[src/hdl/fat32_sector_parser_unit_macros.svh]
// assertion macros for the fat32 sector parser
// used by fat32_sector_parser_unit; clock clk_i and reset rst_ni must be in scope
`ifndef FAT32_SECTOR_PARSER_UNIT_MACROS_SVH
`define FAT32_SECTOR_PARSER_UNIT_MACROS_SVH

`ifndef SYNTH

// implication check, sampled on clk_i, off while in reset
`define F32SP_ASSERT(lbl, prop, msg) \
  lbl: assert property (@(posedge clk_i) disable iff (!rst_ni) prop) else $error(msg);

// condition that must never be seen
`define F32SP_ASSERT_NEVER(lbl, cond, msg) \
  lbl: assert property (@(posedge clk_i) disable iff (!rst_ni) !(cond)) else $error(msg);

`else

`define F32SP_ASSERT(lbl, prop, msg)
`define F32SP_ASSERT_NEVER(lbl, cond, msg)

`endif

`endif

[src/hdl/f32sp_pkg.sv]
// shared types and constants of the fat32 sector parser
// no dependencies
`timescale 1ns / 1ps
`default_nettype none

package f32sp_pkg;

  // byte offsets inside the 512 byte sector
  localparam logic [8:0] OFS_BPS     = 9'd11;
  localparam logic [8:0] OFS_SPC     = 9'd13;
  localparam logic [8:0] OFS_RSV     = 9'd14;
  localparam logic [8:0] OFS_NFATS   = 9'd16;
  localparam logic [8:0] OFS_FATSZ   = 9'd36;
  localparam logic [8:0] OFS_ROOT    = 9'd44;
  localparam logic [8:0] OFS_TYPE    = 9'd82;
  localparam logic [8:0] TYPE_LEN    = 9'd5;
  localparam logic [8:0] MBR_TABLE   = 9'h1BE;
  localparam logic [8:0] MBR_END     = 9'h1FE;
  localparam logic [3:0] MBR_TYPE_OFS = 4'd4;
  localparam logic [3:0] MBR_LBA_OFS  = 4'd8;
  localparam logic [3:0] MBR_LBA_LAST = 4'd11;
  localparam logic [8:0] SIG_OFS_A   = 9'd510;
  localparam logic [8:0] SIG_OFS_B   = 9'd511;
  localparam logic [8:0] LAST_POS    = 9'd511;

  // expected field values
  localparam logic [7:0]  SIG_BYTE_A   = 8'h55;
  localparam logic [7:0]  SIG_BYTE_B   = 8'hAA;
  localparam logic [7:0]  PART_FAT32   = 8'h0B;
  localparam logic [7:0]  PART_FAT32_L = 8'h0C;
  localparam logic [15:0] SECTOR_BYTES = 16'd512;
  localparam logic [31:0] MIN_CLUSTER  = 32'd2;

  // result widths
  localparam int unsigned OUT_DATA_W = 160;

  // result kind carried in tuser
  typedef enum logic [1:0] {
    KIND_NONE = 2'd0,
    KIND_BOOT = 2'd1,
    KIND_MBR  = 2'd2
  } kind_e;

  // expected type text "FAT32", one character per index
  function automatic logic [7:0] type_char(input logic [2:0] idx);
    logic [7:0] c;
    case (idx)
      3'd0:    c = 8'h46;
      3'd1:    c = 8'h41;
      3'd2:    c = 8'h54;
      3'd3:    c = 8'h33;
      3'd4:    c = 8'h32;
      default: c = 8'h00;
    endcase
    return c;
  endfunction

endpackage

`default_nettype wire

[src/hdl/fat32_sector_parser_unit.sv]
// Bytes of a 512 byte sector enter one per cycle on the slave stream while ready is high, with
// tuser marking the first byte of a sector; each byte only updates captured fields and flags.
// After byte 511 one result leaves on the master stream through three registers: the check
// register, a stage that registers the fat count times fat size product and the fat start, and
// the output register that adds the product to form the data start. Input ready drops only
// while a finished result is held up by the master side and the check of the next result has
// nowhere to go. Write sector_base_lba only while the block is idle.
// top level of the fat32 boot sector and mbr parser
// depends on f32sp_pkg and fat32_sector_parser_unit_macros.svh
`timescale 1ns / 1ps
`default_nettype none

`include "fat32_sector_parser_unit_macros.svh"

module fat32_sector_parser_unit (
  input  wire logic         clk_i,
  input  wire logic         rst_ni,
  // configuration: sector_base_lba
  input  wire logic         cfg_we_i,
  input  wire logic [31:0]  cfg_data_i,
  // byte stream in
  input  wire logic         s_axis_tvalid,
  output logic              s_axis_tready,
  input  wire logic [7:0]   s_axis_tdata,   // [7:0] data_byte
  input  wire logic         s_axis_tuser,   // [0] sector_start
  // result stream out
  output logic              m_axis_tvalid,
  input  wire logic         m_axis_tready,
  // [31:0] part_start_lba, [63:32] fat_lba, [95:64] data_start_lba, [112:96] cluster_bytes,
  // [120:113] cluster_sectors, [152:121] root_dir_cluster, [159:153] zero
  output logic [159:0]      m_axis_tdata,
  output logic [1:0]        m_axis_tuser    // [1:0] sector_kind
);

  // configuration register
  logic [31:0] base_lba_q;

  // byte position and captured fields
  logic [8:0]  pos_q, pos_d, cur_pos;
  logic [15:0] bps_q, bps_d;
  logic [7:0]  spc_q, spc_d;
  logic [15:0] rsv_q, rsv_d;
  logic [7:0]  nfats_q, nfats_d;
  logic [31:0] fatsz_q, fatsz_d;
  logic [31:0] root_q, root_d;
  logic        type_ok_q, type_ok_d;
  logic        sig_ok_q, sig_ok_d;
  logic        ent_match_q, ent_match_d;
  logic        part_found_q, part_found_d;
  logic [31:0] part_lba_q, part_lba_d;

  // check and result stages
  logic        eval_q, eval_d;
  logic        s1_v_q;
  f32sp_pkg::kind_e s1_kind_q;
  logic [31:0] s1_part_q, s1_fat_q, s1_prod_q, s1_root_q;
  logic [7:0]  s1_spc_q;
  logic        out_v_q;
  logic [159:0] out_data_q;
  logic [1:0]  out_user_q;

  logic        in_xfer, last_byte, out_ready, s1_take, s1_move;
  logic [7:0]  b;
  logic [8:0]  type_off, mbr_off;
  logic [3:0]  rel;
  logic        boot_ok;
  logic [39:0] prod_full;
  logic [31:0] fat_sum, data_sum;
  logic [16:0] cl_bytes;

  // handshake and pipeline flow
  assign out_ready     = !out_v_q || m_axis_tready;
  assign s1_take       = !s1_v_q || out_ready;
  assign s1_move       = s1_v_q && out_ready;
  assign s_axis_tready = !(eval_q && !s1_take);
  assign in_xfer       = s_axis_tvalid && s_axis_tready;
  assign b             = s_axis_tdata;
  assign cur_pos       = s_axis_tuser ? 9'd0 : pos_q;
  assign last_byte     = (cur_pos == f32sp_pkg::LAST_POS);
  assign type_off      = cur_pos - f32sp_pkg::OFS_TYPE;
  assign mbr_off       = cur_pos - f32sp_pkg::MBR_TABLE;
  assign rel           = mbr_off[3:0];

  // per byte field capture and checks
  always_comb begin
    pos_d        = pos_q;
    bps_d        = bps_q;
    spc_d        = spc_q;
    rsv_d        = rsv_q;
    nfats_d      = nfats_q;
    fatsz_d      = fatsz_q;
    root_d       = root_q;
    type_ok_d    = type_ok_q;
    sig_ok_d     = sig_ok_q;
    ent_match_d  = ent_match_q;
    part_found_d = part_found_q;
    part_lba_d   = part_lba_q;
    if (in_xfer) begin
      pos_d = cur_pos + 9'd1;
      if (cur_pos == 9'd0) begin
        type_ok_d    = 1'b1;
        sig_ok_d     = 1'b1;
        ent_match_d  = 1'b0;
        part_found_d = 1'b0;
      end
      if (cur_pos == f32sp_pkg::OFS_BPS)        bps_d[7:0]  = b;
      if (cur_pos == f32sp_pkg::OFS_BPS + 9'd1) bps_d[15:8] = b;
      if (cur_pos == f32sp_pkg::OFS_SPC)        spc_d       = b;
      if (cur_pos == f32sp_pkg::OFS_RSV)        rsv_d[7:0]  = b;
      if (cur_pos == f32sp_pkg::OFS_RSV + 9'd1) rsv_d[15:8] = b;
      if (cur_pos == f32sp_pkg::OFS_NFATS)      nfats_d     = b;
      // four byte little-endian words, lane picked by the low offset bits
      if (cur_pos >= f32sp_pkg::OFS_FATSZ && cur_pos < f32sp_pkg::OFS_FATSZ + 9'd4) begin
        fatsz_d[8*(cur_pos[1:0] - f32sp_pkg::OFS_FATSZ[1:0]) +: 8] = b;
      end
      if (cur_pos >= f32sp_pkg::OFS_ROOT && cur_pos < f32sp_pkg::OFS_ROOT + 9'd4) begin
        root_d[8*(cur_pos[1:0] - f32sp_pkg::OFS_ROOT[1:0]) +: 8] = b;
      end
      // type text compare
      if (cur_pos >= f32sp_pkg::OFS_TYPE &&
          cur_pos < f32sp_pkg::OFS_TYPE + f32sp_pkg::TYPE_LEN) begin
        if (b != f32sp_pkg::type_char(type_off[2:0])) type_ok_d = 1'b0;
      end
      // boot signature
      if (cur_pos == f32sp_pkg::SIG_OFS_A && b != f32sp_pkg::SIG_BYTE_A) sig_ok_d = 1'b0;
      if (cur_pos == f32sp_pkg::SIG_OFS_B && b != f32sp_pkg::SIG_BYTE_B) sig_ok_d = 1'b0;
      // partition table scan, first fat32 entry wins
      if (cur_pos >= f32sp_pkg::MBR_TABLE && cur_pos < f32sp_pkg::MBR_END) begin
        if (rel == f32sp_pkg::MBR_TYPE_OFS && !part_found_q &&
            (b == f32sp_pkg::PART_FAT32 || b == f32sp_pkg::PART_FAT32_L)) begin
          ent_match_d = 1'b1;
        end
        if (ent_match_q && rel >= f32sp_pkg::MBR_LBA_OFS &&
            rel <= f32sp_pkg::MBR_LBA_LAST) begin
          part_lba_d[8*rel[1:0] +: 8] = b;
          if (rel == f32sp_pkg::MBR_LBA_LAST) begin
            part_found_d = 1'b1;
            ent_match_d  = 1'b0;
          end
        end
      end
    end
  end

  // check is pending once the last byte is taken until stage one takes it
  assign eval_d = (in_xfer && last_byte) || (eval_q && !s1_take);

  // validity and geometry of the finished sector
  assign boot_ok   = sig_ok_q && (bps_q == f32sp_pkg::SECTOR_BYTES) && (spc_q != 8'd0) &&
                     (nfats_q != 8'd0) && (fatsz_q != 32'd0) &&
                     (root_q >= f32sp_pkg::MIN_CLUSTER) && type_ok_q;
  assign prod_full = nfats_q * fatsz_q;
  assign fat_sum   = base_lba_q + {16'd0, rsv_q};
  assign data_sum  = s1_fat_q + s1_prod_q;
  assign cl_bytes  = {s1_spc_q, 9'd0};

  // control registers and captured state
  always_ff @(posedge clk_i or negedge rst_ni) begin
    if (!rst_ni) begin
      base_lba_q   <= 32'd0;
      pos_q        <= 9'd0;
      bps_q        <= 16'd0;
      spc_q        <= 8'd0;
      rsv_q        <= 16'd0;
      nfats_q      <= 8'd0;
      fatsz_q      <= 32'd0;
      root_q       <= 32'd0;
      type_ok_q    <= 1'b1;
      sig_ok_q     <= 1'b1;
      ent_match_q  <= 1'b0;
      part_found_q <= 1'b0;
      part_lba_q   <= 32'd0;
      eval_q       <= 1'b0;
      s1_v_q       <= 1'b0;
      out_v_q      <= 1'b0;
    end else begin
      if (cfg_we_i) base_lba_q <= cfg_data_i;
      pos_q        <= pos_d;
      bps_q        <= bps_d;
      spc_q        <= spc_d;
      rsv_q        <= rsv_d;
      nfats_q      <= nfats_d;
      fatsz_q      <= fatsz_d;
      root_q       <= root_d;
      type_ok_q    <= type_ok_d;
      sig_ok_q     <= sig_ok_d;
      ent_match_q  <= ent_match_d;
      part_found_q <= part_found_d;
      part_lba_q   <= part_lba_d;
      eval_q       <= eval_d;
      if (s1_take) s1_v_q <= eval_q;
      if (out_ready) out_v_q <= s1_v_q;
    end
  end

  // stage one payload: kind, partition start, fat start, product, cluster sectors, root cluster
  always_ff @(posedge clk_i) begin
    if (eval_q && s1_take) begin
      s1_kind_q <= f32sp_pkg::KIND_NONE;
      s1_part_q <= 32'd0;
      s1_fat_q  <= 32'd0;
      s1_prod_q <= 32'd0;
      s1_spc_q  <= 8'd0;
      s1_root_q <= 32'd0;
      if (boot_ok) begin
        s1_kind_q <= f32sp_pkg::KIND_BOOT;
        s1_fat_q  <= fat_sum;
        s1_prod_q <= prod_full[31:0];
        s1_spc_q  <= spc_q;
        s1_root_q <= root_q;
      end else if (part_found_q) begin
        s1_kind_q <= f32sp_pkg::KIND_MBR;
        s1_part_q <= part_lba_q;
      end
    end
  end

  // output register payload
  always_ff @(posedge clk_i) begin
    if (s1_move) begin
      out_data_q <= {7'd0, s1_root_q, s1_spc_q, cl_bytes, data_sum, s1_fat_q, s1_part_q};
      out_user_q <= s1_kind_q;
    end
  end

  assign m_axis_tvalid = out_v_q;
  assign m_axis_tdata  = out_data_q;
  assign m_axis_tuser  = out_user_q;

  // checks
  `F32SP_ASSERT_NEVER(a_kind_legal, m_axis_tvalid && m_axis_tuser != f32sp_pkg::KIND_NONE && m_axis_tuser != f32sp_pkg::KIND_BOOT && m_axis_tuser != f32sp_pkg::KIND_MBR, "illegal sector kind")
  `F32SP_ASSERT(a_geom_only_boot, (m_axis_tvalid && m_axis_tuser != f32sp_pkg::KIND_BOOT) |-> (m_axis_tdata[152:32] == 121'd0), "geometry set without boot sector")
  `F32SP_ASSERT(a_start_restarts, (in_xfer && s_axis_tuser) |=> (pos_q == 9'd1), "start mark did not restart position")
  `F32SP_ASSERT(a_result_from_s1, $rose(out_v_q) |-> $past(s1_v_q), "result without stage one entry")

endmodule

`default_nettype wire

[config.mk]
export PLATFORM = sky130hd
export DESIGN_NAME = fat32_sector_parser_unit
export DESIGN_NICKNAME = d
export VERILOG_FILES = /design/src/hdl/f32sp_pkg.sv /design/src/hdl/fat32_sector_parser_unit.sv
export VERILOG_INCLUDE_DIRS = /design/src /design/src/hdl
export SDC_FILE = /design/constraint.sdc
export NUM_CORES = 1
export LEC_CHECK = 0
export CELL_PAD_IN_SITES_DETAIL_PLACEMENT = 1
export CELL_PAD_IN_SITES_GLOBAL_PLACEMENT = 1
export CORE_MARGIN = 1
export CORE_UTILIZATION = 52
export CTS_CLUSTER_SIZE = 12
export DETAILED_ROUTE_END_ITERATION = 12
export DONT_BUFFER_PORTS = 1
export GPL_ROUTABILITY_DRIVEN = 0
export PLACE_DENSITY_LB_ADDON = 0.1
export REMOVE_ABC_BUFFERS = 1
export SLEW_MARGIN = 10
export SYNTH_ARGS = -nofsm -noshare
export SYNTH_HDL_FRONTEND = slang
export SYNTH_SLANG_ARGS = --single-unit
[constraint.sdc]
create_clock -name clk_i -period 5.8 [get_ports clk_i]
set_input_delay 0.29 -clock clk_i [delete_from_list [all_inputs] [get_ports clk_i]]
set_output_delay 0.29 -clock clk_i [all_outputs]
set_load 0.02 [all_outputs]
# Yosys cells after proc, flatten, opt, wreduce, memory -nomap -nowiden
# Index checks and enable logic that the tools add are counted.
[op_classes]
addsub = 7
n_mul = 1
n_div = 0
order_cmp = 11
eq_ne = 20
n_shift = 4
mux = 23
bitwise_logic = 1
n_reduce_logical = 47
[op_table]
columns = ["op", "count"]
rows = [
  ["$bwmux 32", 3],
  ["$neg 5->34", 2],
  ["$shift 8x34->32 const A", 2],
  ["$shiftx 8x34->32", 2],
  ["$eq 9x4->1 const B", 5],
  ["$pmux 7 s5", 1],
  ["$add 32x16->32", 1],
  ["$add 32x32->32", 1],
  ["$ge 32x2->1 const B", 1],
  ["$mul 8x32->32", 1],
  ["$reduce_bool 32->1", 1],
  ["$logic_and 1x1->1", 21],
  ["$eq 9x9->1 const B", 2],
  ["$ge 9x6->1 const B", 2],
  ["$lt 9x6->1 const B", 2],
  ["$reduce_and 2->1", 9],
  ["$eq 16x10->1 const B", 1],
  ["$eq 8x4->1 const B", 2],
  ["$mux 8", 2],
  ["$reduce_bool 8->1", 2],
  ["$mux 1", 15],
  ["$add 9x1->9 const B", 1],
  ["$eq 9x5->1 const B", 1],
  ["$ge 9x7->1 const B", 1],
  ["25 further kinds", 33],
]
[word_totals]
reg_bits = 476
latchBits = 0
mem_bits_rw = 0
romBits = 0
input_bits = 46
output_inout_bits = 164
word_cells = 140
n_memories = 0

# Longest topological paths before layout
# Gate-level depths: netlist (run 1).
[depth]
word_depth = 11
mapped_depth = 21
depth_no_buf = 19

# Worst setup path before layout (run 1)
# Ideal clock, no wire load.
[synth_timing]
kind = "register to register"
start = "register nfats_q[6]"
end = "register s1_prod_q[30] (data pin)"
setup_time_ps = 266
arrival_time_ps = 5077
required_ps = 5534
setup_slack_ps = 457
path_stages_with_launch = 21
path_buffers = 2
period_less_slack_ps = 5343
path_cell_list = "dfrtp_1 -> clkbuf_1 -> clkbuf_1 -> nand2_1 -> fa_1 -> fa_1 -> inv_1 -> fa_1 -> inv_1 -> fa_1 -> inv_1 -> ha_1 -> or3_1 -> a211oi_2 -> o211ai_1 -> a221oi_2 -> o21ai_2 -> a211o_1 -> a21oi_2 -> xor2_1 -> nor2_1"
[synth_via]
elab_chain_cells = 5
word_cells_on_any_way = 6
classes_between = "mul: 1; reduce/logical: 5"
[synth_lines]
columns = ["element", "line", "text"]
rows = [
  ["start, declared", "fat32_sector_parser_unit.sv:43", "logic [7:0] nfats_q, nfats_d;"],
  ["start signal, assigned", "fat32_sector_parser_unit.sv:182", "nfats_q <= nfats_d;"],
  ["parallel branches: the longest is 5 deep, another holds $mul 8x32->32", "--", ""],
  ["end signal, assigned", "fat32_sector_parser_unit.sv:208", "s1_prod_q <= prod_full[31:0];"],
  ["end, declared", "fat32_sector_parser_unit.sv:56", "logic [31:0] s1_part_q, s1_fat_q, s1_prod_q, s1_root_q;"],
]
# Several ways; the timed one is not identified.
# A chain may end at the register's enable or synchronous reset.

# Worst setup path after layout (run 1)
[layout_timing]
start = "register nfats_q[7]"
end = "register s1_prod_q[30] (data pin)"
# Same word-level chain as after synthesis.

==> results of run 1 <==
-- final timing paths --
check / startpoint / endpoint / slack [ns] / cells past startpoint
min in group asynchronous: rst_ni / root_q[5] / 0.35 / 2
hold reg to reg: s1_part_q[5] / m_axis_tdata[5] / 0.41 / 0
hold / removal: s_axis_tdata[3] / type_ok_q / 0.04 / 4
max in group asynchronous: rst_ni / fatsz_q[27] / 4.51 / 2
setup reg to reg: nfats_q[7] / s1_prod_q[30] / 0.32 / 18
setup / recovery: nfats_q[7] / s1_prod_q[30] / 0.32 / 18
-- state kept, by name (all words and copies together), names as in the netlist, 2 cells and up --
signal        count
s1_spc_q          8
nfats_q           8
bps_q            16
s1_fat_q         32
pos_q             9
s1_kind_q         2
rsv_q            16
fatsz_q          32
spc_q             8
s1_part_q        32
base_lba_q       32
root_q           32
s1_prod_q        32
m_axis_tdata    136
m_axis_tuser      2
part_lba_q       32
s1_root_q        32
-- layout by cell type (no fill, tap or decap), types with 26 or more instances in the layout --
cell type                       synthesis  final
sky130_fd_sc_hd__inv_1                197    197
sky130_fd_sc_hd__nand2b_1              27     27
sky130_fd_sc_hd__fa_1                 158    158
sky130_fd_sc_hd__dlygate4sd3_1          0     45
sky130_fd_sc_hd__mux2_2               127    127
sky130_fd_sc_hd__ha_1                  99     99
sky130_fd_sc_hd__o21ai_0               32     32
sky130_fd_sc_hd__a21oi_1               68     68
sky130_fd_sc_hd__and2_1               230    228
sky130_fd_sc_hd__nand3_1               26     26
sky130_fd_sc_hd__and3_1                42     42
sky130_fd_sc_hd__clkbuf_16              0     54
sky130_fd_sc_hd__edfxtp_1             276    276
sky130_fd_sc_hd__o21ai_1               42     42
sky130_fd_sc_hd__nand2_1              191    191
sky130_fd_sc_hd__nor3_1                28     28
sky130_fd_sc_hd__dfrtp_1              190    190
sky130_fd_sc_hd__xor2_1                34     34
sky130_fd_sc_hd__xnor2_1               60     60
sky130_fd_sc_hd__a21o_1                29     29
sky130_fd_sc_hd__nor2_1               115    115
-- power by group through the flow --
| stage | Clock (mW) | Combinational [mW] | Sequential (mW) |
|---|---|---|---|
| after detailed placement | 0 | 0.191 | 3.62 |
| after CTS | 3.18 | 0.281 | 3.55 |
| after global routing | 3.29 | 0.306 | 3.55 |
| final | 3.10 | 0.280 | 3.55 |
| after global placement | 0 | 0.182 | 3.62 |
| after floorplan | 0 | 0.146 | 3.61 |
-- cell usage after synthesis, drive strengths merged, types with 3 or more instances --
| library cell | number |
|---|---|
| a211o | 4 |
| a211oi | 7 |
| a21o | 29 |
| a21oi | 71 |
| a221oi | 4 |
| a22o | 16 |
| a31oi | 5 |
| a41oi | 5 |
| and2 | 230 |
| and3 | 42 |
| and4 | 5 |
| buf | 33 |
| clkbuf | 97 |
| dfrtp | 190 |
| edfxtp | 276 |
| fa | 158 |
| ha | 99 |
| inv | 198 |
| mux2 | 127 |
| nand2 | 191 |
| nand2b | 27 |
| nand3 | 26 |
| nand4 | 13 |
| nor2 | 115 |
| nor2b | 16 |
| nor3 | 28 |
| nor3b | 8 |
| nor4 | 27 |
| nor4b | 4 |
| o2111ai | 3 |
| o211ai | 4 |
| o21a | 13 |
| o21ai | 75 |
| o21bai | 8 |
| o31ai | 6 |
| or2 | 3 |
| or3 | 8 |
| xnor2 | 60 |
| xor2 | 34 |
-- critical path: cells and delay by family (launching register included) --
kind / cells / cell delay, ns
fa+ha+maj: 5 / 2.51
compound gates: 7 / 1.51
flops: 1 / 0.42
buf+inv: 3 / 0.33
simple gates: 2 / 0.24
xor+xnor: 1 / 0.16
-- routing by layer --
| metal | track usage [%] | vias to the layer above |
|---|---|---|
| met5 | 0 | - |
| met4 | 7.58 | 0 |
| met3 | 3.50 | 114 |
| met2 | 42.7 | 354 |
| met1 | 34.3 | 8662 |
| li1 | - | 7796 |
-- per-stage QoR --
step | cells | total power, mW | utilization (%) | hold WS (ns)
2_1_floorplan | 2186 | 3.75 | - | -0.00559
3_3_place_gp | 2885 | 3.80 | 54.2 | 0.00556
3_5_place_dp | 2885 | 3.81 | 54.2 | 0.00509
4_1_cts | 3028 | 7.01 | 58.4 | 0.00620
5_1_grt | 3028 | 7.15 | 58.4 | 0.0266
6_report | 3028 | 6.94 | 58.4 | 0.0362
-- area by class of cell --
cell class	count	area, µm²	area share (%)
well taps	672	841	2.85
flip-flops and latches	468	13100	44.3
multi-input cells	1519	12500	42.3
clock inverters	12	80.1	0.271
clock buffers	84	1530	5.19
inverters	199	747	2.53
repair buffers	74	751	2.54
-- cell families after synthesis --
| family | count (synthesis) | share of synthesized area [%] |
|---|---|---|
| xor+xnor | 94 | 3.07 |
| buf+inv | 329 | 4.94 |
| flops | 468 | 48.8 |
| other cells | 1 | 0.0140 |
| compound gates | 271 | 6.69 |
| mux | 127 | 5.33 |
| fa+ha+maj | 257 | 16.4 |
| simple gates | 754 | 14.8 |
-- what timing repair did --
action                     4_1_cts  5_1_grt
hold endpoints to repair       330        0
gates resized for setup          0        1
setup endpoints to repair        0        2
hold buffers                    47        0
==> flow_summary.yaml, run 1 <==
floorplanning:
  start_util_pct: 53.1
  chipHeight_um: 229
  core.rowCount: 82
  boundaryPins: 210
  die-area_mm2: 0.0526
  core_area_mm2: 0.0506
  die_x_um: 229
synthesis:
  ys_warn_count: 0
  async_reset_ff_share_pct: 41.0
  synth_sequential_area_ratio_pct: 48.8
  synth_top_area_share_pct: 30.9
  synth_area_per_cell_um2: 11.7
  synth.ff_latch_count: 468
  ys_types: 80
  synth-main-ff-cell: "sky130_fd_sc_hd__edfxtp_1"
  post_synth_main_area_contributors: "sky130_fd_sc_hd__edfxtp_1, sky130_fd_sc_hd__dfrtp_1, sky130_fd_sc_hd__fa_1"
  synthesis.instances: 2301
  yosys.area.top_type: "sky130_fd_sc_hd__edfxtp_1"
  synthesis.area_mm2: 0.0269
  synth_enable_flop_cells: 276
timing:
  finalWorstSetupSlack_ns: 0.320
  tns_ns: 0
  report.final.setup_viol: 0
  achievable-frequency_mhz: 182
  finalMaxSlewViolations: 0
  worst_pin_slew_ns: 1.22
  finalHoldViolCount: 0
  worst_slew_margin_rel_pct: 18.3
  skew_ns: 0.0252
  final.period_utilization_pct: 94.5
  finalCriticalPeriod_ns: 5.48
  unrepaired_setup_endpoints_after_global_routing: "false"
route:
  route.detailed.vias_per_inst: 5.59
  routed-wl-met2_um: 31800
  remaining_drc_errors: 0
  drtPass1Iterations: 5
  dr.first_iter.drc_count: 867
  detailed_route_wire_length_on_metal_1_um: 29500
  detailroute.via_count: 16900
  post_drt_wl_per_cell_um: 21.7
  routed_wl_um: 65600
  dr.max_layer_used: "met4"
  number_of_antenna_violating_nets_in_the_routed_design: 0
  met3_length_um: 2520
clock_network:
  cts_inserted_buffers: 51
  path_clk_slew_ns: 0.06
  tritoncts: "built"
  post_cts_buffers: 0
  cts_buffer_depth: 3
  clock_sinks: 468
  cts.htree.levels: 2
  cts.root.buffer_cell: "sky130_fd_sc_hd__clkbuf_16"
  worst_skew_pair.late_latency_ns: 0.60
hold_path:
  min_path_type: "in -> reg"
pwr:
  power.switching_mw: 1.51
  worst_vdd_rail_ir_drop_v: 0.000322
  p_sw_share_pct: 21.7
  power_frac_seq_pct: 51.2
  combinationalPowerShare_pct: 4.0
  leakage_nw: 13.4
  share_clk_of_total_power_pct: 44.8
  p_per_area_mw_per_mm2: 235
  internal_power_mw: 5.43
placement:
  place.port_buffers: 0
  placed_area_mm2: 0.0274
  worst_setup_slack_before_clock_tree_synthesis_ns: 0.276
  hpwl_um: 45200
grt:
  first_global_vias: 18400
  antenna_found_initial: 0
  grt_start_max_net_pins: 193
  grt-ovfl-total: 0
  grt_pass1_wl_um: 104000
  groute.usage.overall_pct: 25.4
critical_path:
  crit_path_max_fanout: 22
  cp_slowest_cell: "sky130_fd_sc_hd__fa_1"
  worstPathCellList: "buf_4 > and2_1 > fa_1 > fa_1 > fa_1 > inv_1 > fa_1 > inv_1 > ha_1 > a21o_1 > a21oi_2 > o211ai_1 > a221oi_2 > o21ai_2 > a211o_1 > a21oi_2 > xor2_1 > nor2_1"
  critical_path_class: "reg -> reg"
  start_kind: "flop"
  cp.required_ns: 6.09
  crit_top_cell: "sky130_fd_sc_hd__fa_1"
  arrival_ns: 5.77
  critPathMaxStageDelay_ns: 0.56
  critical_path_endpoint_category: "flop"
final_layout:
  filler_cell_count: 5151
  syn_to_final_growth_pct: 10.0
  final_nets: 2616
  fraction_of_layout_instances_using_a_drive_strength_above_1_pct: 10.6
  final_area_mm2: 0.0295
  diodes: 0
flow_run:
  max-cap-violations: 0
outcome:
  outcome: "finished clean"
No activity file was read; power rests on OpenSTA's default activity.
==> run 2: changes to the inputs <==
- ABC_AREA: not set -> 1
- CORE_UTILIZATION: 52 -> 50
==> flow_summary.yaml, run 2 <==
pwr:
  sum_of_internal_switching_and_leakage_power_mw: 7.80
  p_sw_share_pct: 25.4
  power.switching_mw: 1.98
  leakage_nw: 15.2
  share_clk_of_total_power_pct: 43.5
  p_per_area_mw_per_mm2: 246
  worst_vdd_rail_ir_drop_v: 0.000281
  power_frac_seq_pct: 46.9
  combinationalPowerShare_pct: 9.6
  internal_power_mw: 5.81
grt:
  grt_pass1_wl_um: 134000
  antenna_found_initial: 0
  grt-ovfl-total: 0
  grt_start_max_net_pins: 193
  first_global_vias: 24600
  groute.usage.overall_pct: 29.0
synthesis:
  ys_types: 52
  synth_sequential_area_ratio_pct: 45.2
  yosys.area.top_type: "sky130_fd_sc_hd__edfxtp_1"
  async_reset_ff_share_pct: 41.0
  top_cells_by_instance_count_after_synthesis: "sky130_fd_sc_hd__nand2_1, sky130_fd_sc_hd__inv_1, sky130_fd_sc_hd__nor2_1"
  post-synth-top-count-cell: "sky130_fd_sc_hd__nand2_1"
  post_synth_main_area_contributors: "sky130_fd_sc_hd__edfxtp_1, sky130_fd_sc_hd__dfrtp_1, sky130_fd_sc_hd__fa_1"
  synth.ff_latch_count: 468
  synthesis.instances: 3345
  synth_top_area_share_pct: 28.6
  synthesis.area_mm2: 0.0290
  synth-main-ff-cell: "sky130_fd_sc_hd__edfxtp_1"
  synth_enable_flop_cells: 276
  ys_warn_count: 0
  synth_area_per_cell_um2: 8.67
route:
  number_of_antenna_violating_nets_in_the_routed_design: 0
  detailroute.via_count: 22300
  remaining_drc_errors: 0
  route.detailed.vias_per_inst: 5.38
  routed_wl_um: 84000
  post_drt_wl_per_cell_um: 20.2
  drtPass1Iterations: 5
  dr.first_iter.drc_count: 1225
critical_path:
  critical_path_endpoint_category: "flop"
  rr_endpoint: "s1_prod_q[31]"
  launch_point_of_the_worst_reg_to_reg_path: "nfats_q[2]"
  crit_path_buf_inv_count: 7
  start_kind: "flop"
  regToRegSetupSlack_ns: 0.46
  cp_slowest_cell: "sky130_fd_sc_hd__dfrtp_1"
  cp_top_family: "adder cells"
  critPathMaxStageDelay_ns: 0.95
  cp.required_ns: 6.13
  critical_path_class: "reg -> reg"
  worstPathCellList: "buf_4 > nand2_1 > inv_1 > fa_1 > fa_1 > fa_1 > inv_1 > fa_1 > inv_1 > ha_1 > nand2_1 > inv_1 > nand2_1 > inv_1 > nand2_1 > nand3_1 > nand2_1 > inv_1 > nor2_1 > nand3_1 > nand2_1 > nor2_1"
  arrival_ns: 5.67
  reg2reg_depth: 22
  crit_path_max_fanout: 19
  crit_path_start: "nfats_q[2]"
placement:
  place_inst: 4010
  hpwl_um: 62700
  place.port_buffers: 0
  worst_setup_slack_before_clock_tree_synthesis_ns: 0.561
timing:
  finalCriticalPeriod_ns: 5.34
  achievable-frequency_mhz: 187
  final.period_utilization_pct: 92.0
  worst_hold_margin_ns: 0.0267
  finalWorstSetupSlack_ns: 0.464
  tns_ns: 0
  skew_ns: 0.0517
  finalHoldViolCount: 0
  worst_pin_slew_ns: 1.16
  worst_slew_margin_rel_pct: 22.7
  report.final.setup_viol: 0
  finalMaxSlewViolations: 0
  unrepaired_setup_endpoints_after_global_routing: "false"
floorplanning:
  die-area_mm2: 0.0589
  core_area_mm2: 0.0568
  boundaryPins: 210
  chipHeight_um: 243
  core.rowCount: 87
  die_x_um: 243
  start_util_pct: 51.0
clock_network:
  clock_sinks: 468
  path_clk_slew_ns: 0.06
  post_cts_buffers: 0
  cts_inserted_buffers: 52
  worst_skew_pair.late_latency_ns: 0.63
  cts.root.buffer_cell: "sky130_fd_sc_hd__clkbuf_16"
  ctsResizeCount: 0
  cts.htree.levels: 2
  cts_buffer_depth: 3
  tritoncts: "built"
final_layout:
  filler_cell_count: 6667
  non_filler_cells_final: 4148
  final_nets: 3652
  flip_flop_count_of_the_largest_register_all_copies_and_words_added: 136
  layout_common_cells: "sky130_fd_sc_hd__nand2_1, sky130_fd_sc_hd__inv_1, sky130_fd_sc_hd__nor2_1, sky130_fd_sc_hd__edfxtp_1, sky130_fd_sc_hd__o21ai_0"
  diodes: 0
  fraction_of_layout_instances_using_a_drive_strength_above_1_pct: 4.86
  commonest_non_fill_non_tap_cell_in_the_layout: "sky130_fd_sc_hd__nand2_1"
  syn_to_final_growth_pct: 9.28
hold_path:
  min_path_type: "in -> reg"
  holdPathEnd: "base_lba_q[31]"
  hold_path_depth: 3
  worst_hold_path_startpoint: "cfg_we_i"
outcome:
  outcome: "finished clean"
flow_run:
  max-cap-violations: 0
## run 2: repair_timing
| action | 4_1_cts | 5_1_grt |
|---|---|---|
| endpoints found under the setup margin | 0 | 0 |
| hold buffers | 41 | 0 |
| endpoints found under the hold margin | 235 | 0 |
## run 2: worst register-to-register path, delay by kind of cell, from the launching register on
| family | cells | cell delay, ns |
|---|---|---|
| flops | 1 | 0.95 |
| buf+inv | 7 | 0.68 |
| simple gates | 10 | 1.03 |
| fa+ha+maj | 5 | 2.37 |
## run 2: cell families after synthesis
group	share of synthesized area [%]
AO/OA/AOI/OAI	6.66
XOR/XNOR	1.06
adder cells (fa/ha/maj)	15.2
other	0.0129
flip-flops	45.2
buffers and inverters	10.7
AND/OR/NAND/NOR	20.4
multiplexers	0.777
## run 2: worst max path at each step
stage	to	slack (ns)	cells past startpoint
6_report	s1_prod_q[31]	0.46	22
5_1_grt	s1_prod_q[31]	0.20	22
4_1_cts	s1_prod_q[31]	0.51	22
3_5_place_dp	s1_prod_q[31]	0.56	22
3_3_place_gp	s1_prod_q[31]	0.73	22
2_1_floorplan	m_axis_tdata[0]	-2.04	1
## run 2: final cells by class
cell class	instances	area, µm²	share of cell area [%]
repair buffers	60	581	1.83
flip-flops and latches	468	13100	41.3
well taps	756	946	2.99
clock buffers	77	1440	4.53
multi-input cells	2116	12900	40.6
clock inverters	20	299	0.944
inverters	651	2450	7.74
## run 2: routing by layer
| layer | GRT usage [%] | wire, µm | vias to the layer above |
|---|---|---|---|
| met4 | 12.1 | 3630 | 0 |
| met5 | 0 | 0 | - |
| li1 | - | - | 10400 |
| met3 | 3.86 | 3300 | 198 |
| met1 | 35.9 | 35000 | 11200 |
| met2 | 50.8 | 42100 | 509 |
## run 2: per-stage QoR
stage	utilization, %	instance area (µm²)
6_report	55.8	31700
5_1_grt	55.8	31700
4_1_cts	55.8	31700
3_5_place_dp	51.9	29500
3_3_place_gp	51.9	29500
2_1_floorplan	-	28400
## run 2: power by group through the flow
stage	sequential, mW	combinational, mW	clock, mW
2_1_floorplan	3.69	0.480	0
3_3_place_gp	3.71	0.637	0
3_5_place_dp	3.72	0.677	0
4_1_cts	3.65	0.743	3.44
5_1_grt	3.66	0.841	3.54
6_report	3.66	0.747	3.39
==> run 3: changes to the inputs <==
- CORE_UTILIZATION: 50 -> 30
==> flow_summary.yaml, run 3 (synthesis results as in run 2) <==
clock_network:
  cts_inserted_buffers: 55
  cts.htree.levels: 2
  cts.root.buffer_cell: "sky130_fd_sc_hd__clkbuf_16"
  clock_sinks: 468
  cts_buffer_depth: 3
  path_clk_slew_ns: 0.06
  tritoncts: "built"
  worst_skew_pair.late_latency_ns: 0.65
timing:
  worst_hold_margin_ns: 0.0338
  finalCriticalPeriod_ns: 5.23
  unrepaired_setup_endpoints_after_global_routing: "false"
  worst_pin_slew_ns: 0.935
  final.period_utilization_pct: 90.2
  report.final.setup_viol: 0
  worst_slew_margin_rel_pct: 37.5
  finalHoldViolCount: 0
  achievable-frequency_mhz: 191
  finalMaxSlewViolations: 0
  skew_ns: 0.0286
critical_path:
  arrival_ns: 5.63
  cp_slowest_cell: "sky130_fd_sc_hd__dfrtp_1"
  start_kind: "flop"
  crit_path_start: "nfats_q[6]"
  launch_point_of_the_worst_reg_to_reg_path: "nfats_q[6]"
  crit_path_max_fanout: 21
  critical_path_class: "reg -> reg"
  critical_path_endpoint_category: "flop"
  cp.required_ns: 6.19
  critPathMaxStageDelay_ns: 0.88
  worstPathCellList: "nand2_1 > inv_1 > fa_1 > fa_1 > fa_1 > inv_1 > fa_1 > inv_1 > ha_1 > nand2_1 > nor2_1 > inv_1 > nor3_1 > nand3_1 > nand3_1 > nand2_1 > inv_1 > nor2_1"
  crit_top_cell: "sky130_fd_sc_hd__inv_1"
final_layout:
  layout_common_cells: "sky130_fd_sc_hd__nand2_1, sky130_fd_sc_hd__inv_1, sky130_fd_sc_hd__nor2_1, sky130_fd_sc_hd__edfxtp_1, sky130_fd_sc_hd__o21ai_0"
  non_filler_cells_final: 4681
  final_nets: 3673
  commonest_non_fill_non_tap_cell_in_the_layout: "sky130_fd_sc_hd__nand2_1"
  diodes: 0
  fraction_of_layout_instances_using_a_drive_strength_above_1_pct: 5.21
  fin_util_pct: 34.2
  syn_to_final_growth_pct: 12.5
  final_area_mm2: 0.0326
  flip_flop_count_of_the_largest_register_all_copies_and_words_added: 136
pwr:
  leakage_nw: 15.3
  p_per_area_mw_per_mm2: 241
  worst_vdd_rail_ir_drop_v: 0.000213
  sum_of_internal_switching_and_leakage_power_mw: 7.84
hold_path:
  worst_hold_path_startpoint: "s_axis_tdata[1]"
  min_path_type: "in -> reg"
flow_run:
  max-cap-violations: 0
placement:
  place.port_buffers: 0
  placed_area_mm2: 0.0302
  hpwl_um: 66700
  place_inst: 4518
floorplanning:
  core_area_mm2: 0.0953
  boundaryPins: 210
  core.rowCount: 113
  die-area_mm2: 0.0979
  die_x_um: 313
  chipHeight_um: 313
  start_util_pct: 30.4
route:
  remaining_drc_errors: 0
  route.detailed.vias_per_inst: 4.58
  number_of_antenna_violating_nets_in_the_routed_design: 0
  drtPass1Iterations: 8
  detailroute.via_count: 21400
  post_drt_wl_per_cell_um: 18.7
  dr.first_iter.drc_count: 945
  routed_wl_um: 87400
outcome:
  outcome: "finished clean"
grt:
  grt-ovfl-total: 0
  groute.usage.overall_pct: 18.1
  first_global_vias: 23800
  grt_start_max_net_pins: 193
  grt_pass1_wl_um: 138000
  antenna_found_initial: 0
run 3: final timing paths:
kind | slack, ns | depth (start not counted) | to
setup / recovery | 0.57 | 18 | s1_prod_q[26]
hold / removal | 0.03 | 4 | fatsz_q[25]
setup reg to reg | 0.57 | 18 | s1_prod_q[26]
hold reg to reg | 0.41 | 0 | m_axis_tdata[4]
max in group asynchronous | 4.49 | 3 | base_lba_q[30]
min in group asynchronous | 0.20 | 2 | root_q[30]
run 3: power breakdown:
group	total, mW	switching, mW	internal, mW	leakage (nW)
Sequential	3.64	0.0610	3.58	4.73
Combinational	0.758	0.510	0.248	9.72
Clock	3.44	1.45	1.99	0.868
run 3: area by class of cell:
| type | count | area, µm² |
|---|---|---|
| flip-flops and latches | 468 | 13100 |
| clock inverters | 28 | 308 |
| inverters | 651 | 2450 |
| well taps | 1265 | 1580 |
| multi-input cells | 2116 | 12900 |
| fillers | 11200 | 62700 |
| repair buffers | 78 | 806 |
| clock buffers | 75 | 1490 |
run 3: repair_timing:
item                      4_1_cts  5_1_grt
hold endpoints to repair      240        0
hold buffers                   59        0
gates resized for setup         0        0
setup buffers                   0        0
run 3: critical path: cells and delay by family, from the launching register on:
kind	cells	cell delay [ns]
DFF	1	0.88
buffers and inverters	5	0.42
adders and majority gates	5	2.54
and+or+nand+nor	8	1.14
run 3: metrics by stage:
step | TNS [ns] | setup slack [ns]
after detailed placement | 0 | 0.564
after CTS | 0 | 0.540
after floorplan | -281.33 | -2.04
final | 0 | 0.566
after global routing | 0 | 0.274
after global placement | 0 | 0.562
run 3: per-layer routing:
layer / up-vias / GRT usage (%) / share of wire, %
li1: 10500 / - / -
met1: 10500 / 23.4 / 45
met2: 348 / 31.1 / 48
met3: 109 / 2.83 / 3.5
met4: 0 / 5.59 / 2.8
met5: - / 0 / 0
